`src/hw/rtl/pchip_derivative_stream_top_macros.svh`:
```
// Assertion macros for the PCHIP derivative stream block.
// Included by the top level; relies on clk and arst_n being in scope.
`ifndef PCHIP_DERIVATIVE_STREAM_TOP_MACROS_SVH
`define PCHIP_DERIVATIVE_STREAM_TOP_MACROS_SVH
`ifndef ASSERT_OFF
`define PCD_ASSERT(lbl, prop, msg) \
	lbl: assert property (@(posedge clk) disable iff (!arst_n) prop) else $error(msg);
`define PCD_NEVER(lbl, expr, msg) \
	lbl: assert property (@(posedge clk) disable iff (!arst_n) !(expr)) else $error(msg);
`else
`define PCD_ASSERT(lbl, prop, msg)
`define PCD_NEVER(lbl, expr, msg)
`endif
`endif

```
`src/hw/rtl/pcd_pkg.sv`:
```
// Shared types, codes and helper functions of the PCHIP derivative stream block.
// No dependencies; used by the divider, datapath, controller and top level.
package pcd_pkg;

	localparam int IDX_W = 16;
	localparam int DIV_N = 64;   // quotient bits produced by the divider
	localparam int DVS_W = 35;   // divisor width

	// Result status codes
	localparam logic [1:0] ST_OK   = 2'd0;
	localparam logic [1:0] ST_ONE  = 2'd1;
	localparam logic [1:0] ST_TIME = 2'd2;

	// Divider operations
	localparam logic [2:0] OP_SEC = 3'd0;
	localparam logic [2:0] OP_END = 3'd1;
	localparam logic [2:0] OP_W   = 3'd2;
	localparam logic [2:0] OP_R1  = 3'd3;
	localparam logic [2:0] OP_R2  = 3'd4;
	localparam logic [2:0] OP_FIN = 3'd5;

	// Source of an emitted derivative
	localparam logic [1:0] RES_ZERO  = 2'd0;
	localparam logic [1:0] RES_SLOPE = 2'd1;
	localparam logic [1:0] RES_CALC  = 2'd2;

	typedef struct packed {
		logic             load;
		logic             upd_prev;
		logic             div_start;
		logic [2:0]       div_op;
		logic             end_right;
		logic             end_mul;
		logic             end_fin;
		logic             int_mul1;
		logic             int_mul2;
		logic             int_den;
		logic             push;
		logic [1:0]       res_sel;
		logic [IDX_W-1:0] idx;
		logic             last;
		logic [1:0]       status;
	} pcd_cmd_t;

	typedef struct packed {
		logic time_bad;
		logic div_done;
		logic div_busy;
		logic out_free;
	} pcd_stat_t;

	// Apply a sign to a magnitude and saturate to 32 bits.
	function automatic logic [31:0] sat_mag(input logic neg, input logic [63:0] m);
		logic [31:0] r;
		if (neg) begin
			if (m > 64'h0000_0000_8000_0000)
				r = 32'h8000_0000;
			else
				r = ~m[31:0] + 32'd1;
		end else begin
			if (m > 64'h0000_0000_7FFF_FFFF)
				r = 32'h7FFF_FFFF;
			else
				r = m[31:0];
		end
		return r;
	endfunction

endpackage

```
`src/hw/rtl/pcd_ctrl.sv`:
```
// Controller: sequences sample handling, divisions and result transfers.
// Depends on pcd_pkg; drives the datapath through pcd_cmd_t.
module pcd_ctrl (
	input  logic               clk,
	input  logic               arst_n,
	input  logic               in_valid,
	input  logic               in_last,
	output logic               in_ready,
	input  pcd_pkg::pcd_stat_t st,
	output pcd_pkg::pcd_cmd_t  cmd
);
	import pcd_pkg::*;

	localparam logic [4:0] S_IDLE     = 5'd0;
	localparam logic [4:0] S_DECIDE   = 5'd1;
	localparam logic [4:0] S_ONE_EMIT = 5'd2;
	localparam logic [4:0] S_ERR_EMIT = 5'd3;
	localparam logic [4:0] S_SEC_WAIT = 5'd4;
	localparam logic [4:0] S_LIN0     = 5'd5;
	localparam logic [4:0] S_LIN1     = 5'd6;
	localparam logic [4:0] S_END_GO   = 5'd7;
	localparam logic [4:0] S_END_WAIT = 5'd8;
	localparam logic [4:0] S_END_MUL  = 5'd9;
	localparam logic [4:0] S_END_FIN  = 5'd10;
	localparam logic [4:0] S_END_EMIT = 5'd11;
	localparam logic [4:0] S_INT_GO   = 5'd12;
	localparam logic [4:0] S_INT_W    = 5'd13;
	localparam logic [4:0] S_INT_R1   = 5'd14;
	localparam logic [4:0] S_INT_R2   = 5'd15;
	localparam logic [4:0] S_INT_MUL1 = 5'd16;
	localparam logic [4:0] S_INT_MUL2 = 5'd17;
	localparam logic [4:0] S_INT_DEN  = 5'd18;
	localparam logic [4:0] S_INT_FGO  = 5'd19;
	localparam logic [4:0] S_INT_FIN  = 5'd20;
	localparam logic [4:0] S_INT_EMIT = 5'd21;

	localparam logic [IDX_W-1:0] IDX_MAX = '1;

	logic [4:0]       state_q, state_d;
	logic [IDX_W-1:0] count_q, count_d;
	logic             dropping_q, dropping_d;
	logic             last_q, last_d;
	logic             right_q, right_d;

	always_ff @(posedge clk or negedge arst_n) begin
		if (!arst_n) begin
			state_q    <= S_IDLE;
			count_q    <= '0;
			dropping_q <= 1'b0;
			last_q     <= 1'b0;
			right_q    <= 1'b0;
		end else begin
			state_q    <= state_d;
			count_q    <= count_d;
			dropping_q <= dropping_d;
			last_q     <= last_d;
			right_q    <= right_d;
		end
	end

	assign in_ready = (state_q == S_IDLE);

	always_comb begin
		state_d       = state_q;
		count_d       = count_q;
		dropping_d    = dropping_q;
		last_d        = last_q;
		right_d       = right_q;
		cmd           = '0;
		cmd.end_right = right_q;

		unique case (state_q)
			S_IDLE: begin
				if (in_valid) begin
					cmd.load = 1'b1;
					last_d   = in_last;
					state_d  = S_DECIDE;
				end
			end
			S_DECIDE: begin
				if (dropping_q) begin
					if (last_q) begin
						dropping_d = 1'b0;
						count_d    = '0;
					end
					state_d = S_IDLE;
				end else if (count_q == '0) begin
					cmd.upd_prev = 1'b1;
					if (last_q)
						state_d = S_ONE_EMIT;
					else begin
						count_d = IDX_W'(1);
						state_d = S_IDLE;
					end
				end else if (st.time_bad) begin
					state_d = S_ERR_EMIT;
				end else begin
					cmd.div_start = 1'b1;
					cmd.div_op    = OP_SEC;
					state_d       = S_SEC_WAIT;
				end
			end
			S_ONE_EMIT: begin
				if (st.out_free) begin
					cmd.push    = 1'b1;
					cmd.res_sel = RES_ZERO;
					cmd.last    = 1'b1;
					cmd.status  = ST_ONE;
					state_d     = S_IDLE;
				end
			end
			S_ERR_EMIT: begin
				if (st.out_free) begin
					cmd.push    = 1'b1;
					cmd.res_sel = RES_ZERO;
					cmd.idx     = count_q;
					cmd.last    = 1'b1;
					cmd.status  = ST_TIME;
					count_d     = '0;
					dropping_d  = !last_q;
					state_d     = S_IDLE;
				end
			end
			S_SEC_WAIT: begin
				if (st.div_done) begin
					if (count_q == IDX_W'(1)) begin
						if (last_q)
							state_d = S_LIN0;
						else begin
							count_d = IDX_W'(2);
							state_d = S_IDLE;
						end
					end else if (count_q == IDX_W'(2)) begin
						right_d = 1'b0;
						state_d = S_END_GO;
					end else begin
						state_d = S_INT_GO;
					end
				end
			end
			S_LIN0: begin
				if (st.out_free) begin
					cmd.push    = 1'b1;
					cmd.res_sel = RES_SLOPE;
					cmd.status  = ST_OK;
					state_d     = S_LIN1;
				end
			end
			S_LIN1: begin
				if (st.out_free) begin
					cmd.push    = 1'b1;
					cmd.res_sel = RES_SLOPE;
					cmd.idx     = IDX_W'(1);
					cmd.last    = 1'b1;
					cmd.status  = ST_OK;
					count_d     = '0;
					state_d     = S_IDLE;
				end
			end
			S_END_GO: begin
				cmd.div_start = 1'b1;
				cmd.div_op    = OP_END;
				state_d       = S_END_WAIT;
			end
			S_END_WAIT: begin
				if (st.div_done)
					state_d = S_END_MUL;
			end
			S_END_MUL: begin
				cmd.end_mul = 1'b1;
				state_d     = S_END_FIN;
			end
			S_END_FIN: begin
				cmd.end_fin = 1'b1;
				state_d     = S_END_EMIT;
			end
			S_END_EMIT: begin
				if (st.out_free) begin
					cmd.push    = 1'b1;
					cmd.res_sel = RES_CALC;
					cmd.idx     = right_q ? count_q : '0;
					cmd.last    = right_q;
					cmd.status  = ST_OK;
					if (right_q) begin
						count_d = '0;
						state_d = S_IDLE;
					end else begin
						state_d = S_INT_GO;
					end
				end
			end
			S_INT_GO: begin
				cmd.div_start = 1'b1;
				cmd.div_op    = OP_W;
				state_d       = S_INT_W;
			end
			S_INT_W: begin
				if (st.div_done) begin
					cmd.div_start = 1'b1;
					cmd.div_op    = OP_R1;
					state_d       = S_INT_R1;
				end
			end
			S_INT_R1: begin
				if (st.div_done) begin
					cmd.div_start = 1'b1;
					cmd.div_op    = OP_R2;
					state_d       = S_INT_R2;
				end
			end
			S_INT_R2: begin
				if (st.div_done)
					state_d = S_INT_MUL1;
			end
			S_INT_MUL1: begin
				cmd.int_mul1 = 1'b1;
				state_d      = S_INT_MUL2;
			end
			S_INT_MUL2: begin
				cmd.int_mul2 = 1'b1;
				state_d      = S_INT_DEN;
			end
			S_INT_DEN: begin
				cmd.int_den = 1'b1;
				state_d     = S_INT_FGO;
			end
			S_INT_FGO: begin
				cmd.div_start = 1'b1;
				cmd.div_op    = OP_FIN;
				state_d       = S_INT_FIN;
			end
			S_INT_FIN: begin
				if (st.div_done)
					state_d = S_INT_EMIT;
			end
			S_INT_EMIT: begin
				if (st.out_free) begin
					cmd.push    = 1'b1;
					cmd.res_sel = RES_CALC;
					cmd.idx     = count_q - IDX_W'(1);
					cmd.status  = ST_OK;
					if (last_q) begin
						right_d = 1'b1;
						state_d = S_END_GO;
					end else begin
						if (count_q != IDX_MAX)
							count_d = count_q + IDX_W'(1);
						state_d = S_IDLE;
					end
				end
			end
			default: state_d = S_IDLE;
		endcase
	end

endmodule

```
`config.mk`:
```
export PLATFORM = sky130hd
export DESIGN_NAME = pcd_ctrl
export DESIGN_NICKNAME = d
export VERILOG_FILES = /design/src/hw/rtl/pchip_derivative_stream_top_macros.svh /design/src/hw/rtl/pcd_pkg.sv /design/src/hw/rtl/pcd_ctrl.sv
export SDC_FILE = /design/constraint.sdc
export NUM_CORES = 1
export LEC_CHECK = 0
export BUFFER_PORTS_ARGS = -buffer_cell sky130_fd_sc_hd__buf_2
export CORE_MARGIN = 2
export CORE_UTILIZATION = 40
export DETAILED_ROUTE_END_ITERATION = 8
export PLACE_DENSITY = 0.6
export SLEW_MARGIN = 20
export SYNTH_ARGS = -nofsm -noshare
export SYNTH_HDL_FRONTEND = slang
export SYNTH_SLANG_ARGS = --single-unit
```
`constraint.sdc`:
```
create_clock -name clk -period 3 [get_ports clk]
set_input_delay 0.15 -clock clk [delete_from_list [all_inputs] [get_ports clk]]
set_output_delay 0.15 -clock clk [all_outputs]
set_load 0.02 [all_outputs]
```
==> results.md <==
* Mapped Area at 2510 um^2
* Fraction of layout cells with a size suffix above 1 at 0.225
* H-tree depth at 1
* Worst slew pin tran at 0.601 ns
* Pins Over Slew Limit at 0
* Setup CP Type: flip-flop to output port
* CTS max path bufs at 2
* Detailed-route DRC error count at 0
* Final design utilization at 0.489
* Worst R2R Path Depth at 9
* Setup crit end kind: output port
* Antenna fix cells at 0
* Yosys cell types at between 60 and 70
* Number of synthesized register bits at 24
* Startpoint Class: flip-flop
* Fmax at 356 MHz
* CP Depth at 8
* Reg clk slew, reported paths at 0.10 ns
* Final Cell Area at 2930 um^2
* Skew-Pair Late Insertion Delay at 0.28 ns
* Worst path cell trace: inv_1 > ha_2 > nor4b_4 > nand2_1 > or4_2 > nand3b_1 > nand2_1 > buf_2
* DR vias/cell at 6.11
* Root buffer cell: clkbuf_8
* Starting Density at 0.419
* Power per cell area at 748 nW/um^2
* Cell mode on critical path: nand2_1
* Min Tclk post-route at 2.81 ns
* Leakage power at 0.00126 uW
* Leading area contributor after synthesis: dfrtp_1
* Total GRT Usage at 0.226
* Async SR Flop Fraction at 1.00
* Overflow after GRT at 0
* Largest net degree at the start of global routing at 25
* DRT iter0 DRCs at ~230
* Core Footprint at 5990 um^2
* Final setup fails at 0
* Clk sinks at 24
* Height of the die at 83.3 um
* Post-synthesis sequential area ratio at 0.239
* CP arrival at between 2 and 3 ns
* Met3 global-route usage at 0.0189
* Routability Congestion at 0.934
* Worst-path cell with the longest stage delay: or4_2
* Top cell type's share of synthesized area at 0.239
* Status: finished clean
* Row Count at 28
* Io pins at 43
* CTS tree: built
* Antenna violations before repair at 0
* GR Layer Usage met1 at 0.346
* Ys Warns at 0
* Max-slew headroom at 0.600
* First-pass GRT wire length at ~13 mm
* Max VDD drop at 0.381 mV
* Grt met2 use at 0.342
* Clock skew at between 0.002 and 0.0025 ns
* NumNets Final at 408
* Req. time, crit path at around 2.9 ns
* Main synth FF type: dfrtp_1
* Most Crowded Layer GR: met1
* Die width at 83.3 um
* Synth top area cells: dfrtp_1 24%, o21ai_0 7.0%, nand2_1 6.7%, a31oi_1 5.5%, nor2_1 4.8%
* Die ar. at 6930 um^2
* WHS Path Cells at 2
* Router iterations before antenna repair at 5
* Crit path max-delay family: simple AND/OR/NAND/NOR gates
* # Post-CTS Setup Buffers at 0
* WL final at 7.99 mm
* EDFF count, synth at 0
* Worst Path Buf+Inv at 2
* Routed length per instance at 17.0 um
* Crit Path Max Fanout at 6
* ANT nets after route at 0
* Port bufs at 41
* TNS Setup at 0 ns
* Syn Nets at ~370
* Slowest stage delay, CP at 0.76 ns
* Min-Delay Path Class: input port to flip-flop
* DP Wirelength at around 5.7 mm
* Synthesized instance count at 361
* Fin crit share at 0.936
* DR vias at 2870
* Vias in the first global route at 2574
* Max Cap Viol at 0
* Mean Syn Cell Area at around 7.0 um^2
* TritonCTS Buffers at 3
* Area delta synth->final at 16.6%
* Post-DP Area at 2820 um^2
* Fillcell total at 607
* RSZ-0062 raised after global routing: no
* Hold Vio Cnt, Final at 0
## cell type report
class	instances	area, um^2	area share
inverter	11	41.3	0.0141
sequential	24	601	0.205
clock inverter	1	30.0	0.0103
tap	75	93.8	0.0320
multi-input combinational	292	1740	0.595
timing repair buffer	64	380	0.130
clock buffer	3	41.3	0.0141
## cell usage after synthesis, types with 3 or more instances
cell	n
or3_1	6
ha_1	4
o31ai_1	4
or2_2	4
and2_1	4
nand3_1	9
and3_1	5
nand2_1	45
o21a_1	4
nor4_1	4
o21ai_0	35
a21oi_1	18
mux2i_1	4
buf_1	3
or3b_2	3
a31oi_1	22
nand2b_1	6
dfrtp_1	24
clkbuf_1	25
nor3_1	22
inv_1	10
a41oi_1	3
nor2_1	32
nor2b_1	5
o22ai_1	4
o32ai_1	3
## placed cells by master (no fill, tap or decap), types with 3 or more instances in the layout
cell type  instances
nor2b_1            5
buf_4             22
a31oi_1           22
and2_1             4
mux2i_1            4
or3b_2             3
nand2b_1           6
nand2_1           45
o32ai_1            3
clkbuf_8           3
and3_1             5
nor2_1            32
a21oi_1           18
or3_1              6
ha_1               3
dfrtp_1           24
or2_2              4
o21ai_0           35
nand3_1            9
o21a_1             4
o31ai_1            4
buf_2             41
o22ai_1            4
nor3_1            22
a41oi_1            3
nor4_1             3
inv_1             10
## worst register-to-register path: stages, from the launching register on
cell	delay, ns
dfrtp_1	0.44
inv_1	0.14
ha_2	0.24
or3b_2	0.51
or2_2	0.30
a31oi_1	0.19
a2bb2oi_1	0.26
and3_1	0.22
buf_4	0.18
mux2i_1	0.20
## worst paths after layout
path                       slack, ns           to  startpoint
max in group asynchronous       2.20  count_q[10]      arst_n
min in group asynchronous       0.40   state_q[0]      arst_n
setup reg to reg                0.26   count_q[1]  count_q[1]
hold reg to reg                 0.59   count_q[7]  count_q[7]
hold / removal                   0.1       last_q     in_last
setup / recovery                0.19      cmd[31]  count_q[1]
## stage by stage
stage	instances	total power, uW	hold slack, ns	setup slack (ns)
6_report	470	2190	0.0967	0.191
5_1_grt	470	2330	0.101	0.0318
4_1_cts	470	2150	0.0995	0.0898
3_5_place_dp	465	1840	0.195	0.228
3_3_place_gp	465	1820	0.201	0.266
2_1_floorplan	361	1440	-0.146	0.337
## report_power, final
part / leakage [uW] / switching (uW) / internal [uW]
Sequential: 0.000324 / 60.2 / 376
Clock: 0.0000357 / 127 / 179
Combinational: 0.000903 / 885 / 564
Total: 0.00126 / 1070 / 1120
## logic make-up after synthesis
| logic type | after synthesis | synth area share |
|---|---|---|
| and+or+nand+nor | 167 | 0.348 |
| muxes | 5 | 0.0204 |
| DFF | 24 | 0.239 |
| adders and majority gates | 5 | 0.0239 |
| AOI/OAI and AO/OA | 113 | 0.285 |
| xor gates and xnor gates | 2 | 0.00697 |
| buffers and inverters | 45 | 0.0772 |
## registers in the layout, indices dropped and copies added, names as in the netlist
signal / count
right_q: 1
last_q: 1
dropping_q: 1
state_q: 5
count_q: 16
## metal layers
| layer | wire length (um) | part of all wire | up-vias |
|---|---|---|---|
| li1 | - | - | 1391 |
| met1 | 3800 | 0.48 | 1343 |
| met2 | 3510 | 0.44 | 126 |
| met3 | 586 | 0.073 | 10 |
| met4 | 89 | 0.011 | 0 |
| met5 | 0 | 0 | - |
## timing repair
item                                    4_1_cts  5_1_grt
endpoints found under the hold margin        24        0
hold buffers                                  1        0
resized for setup                             1        3
pin swaps                                     0        0
endpoints found under the setup margin        2        3
Note: power is estimated with default switching activity, not from simulation.
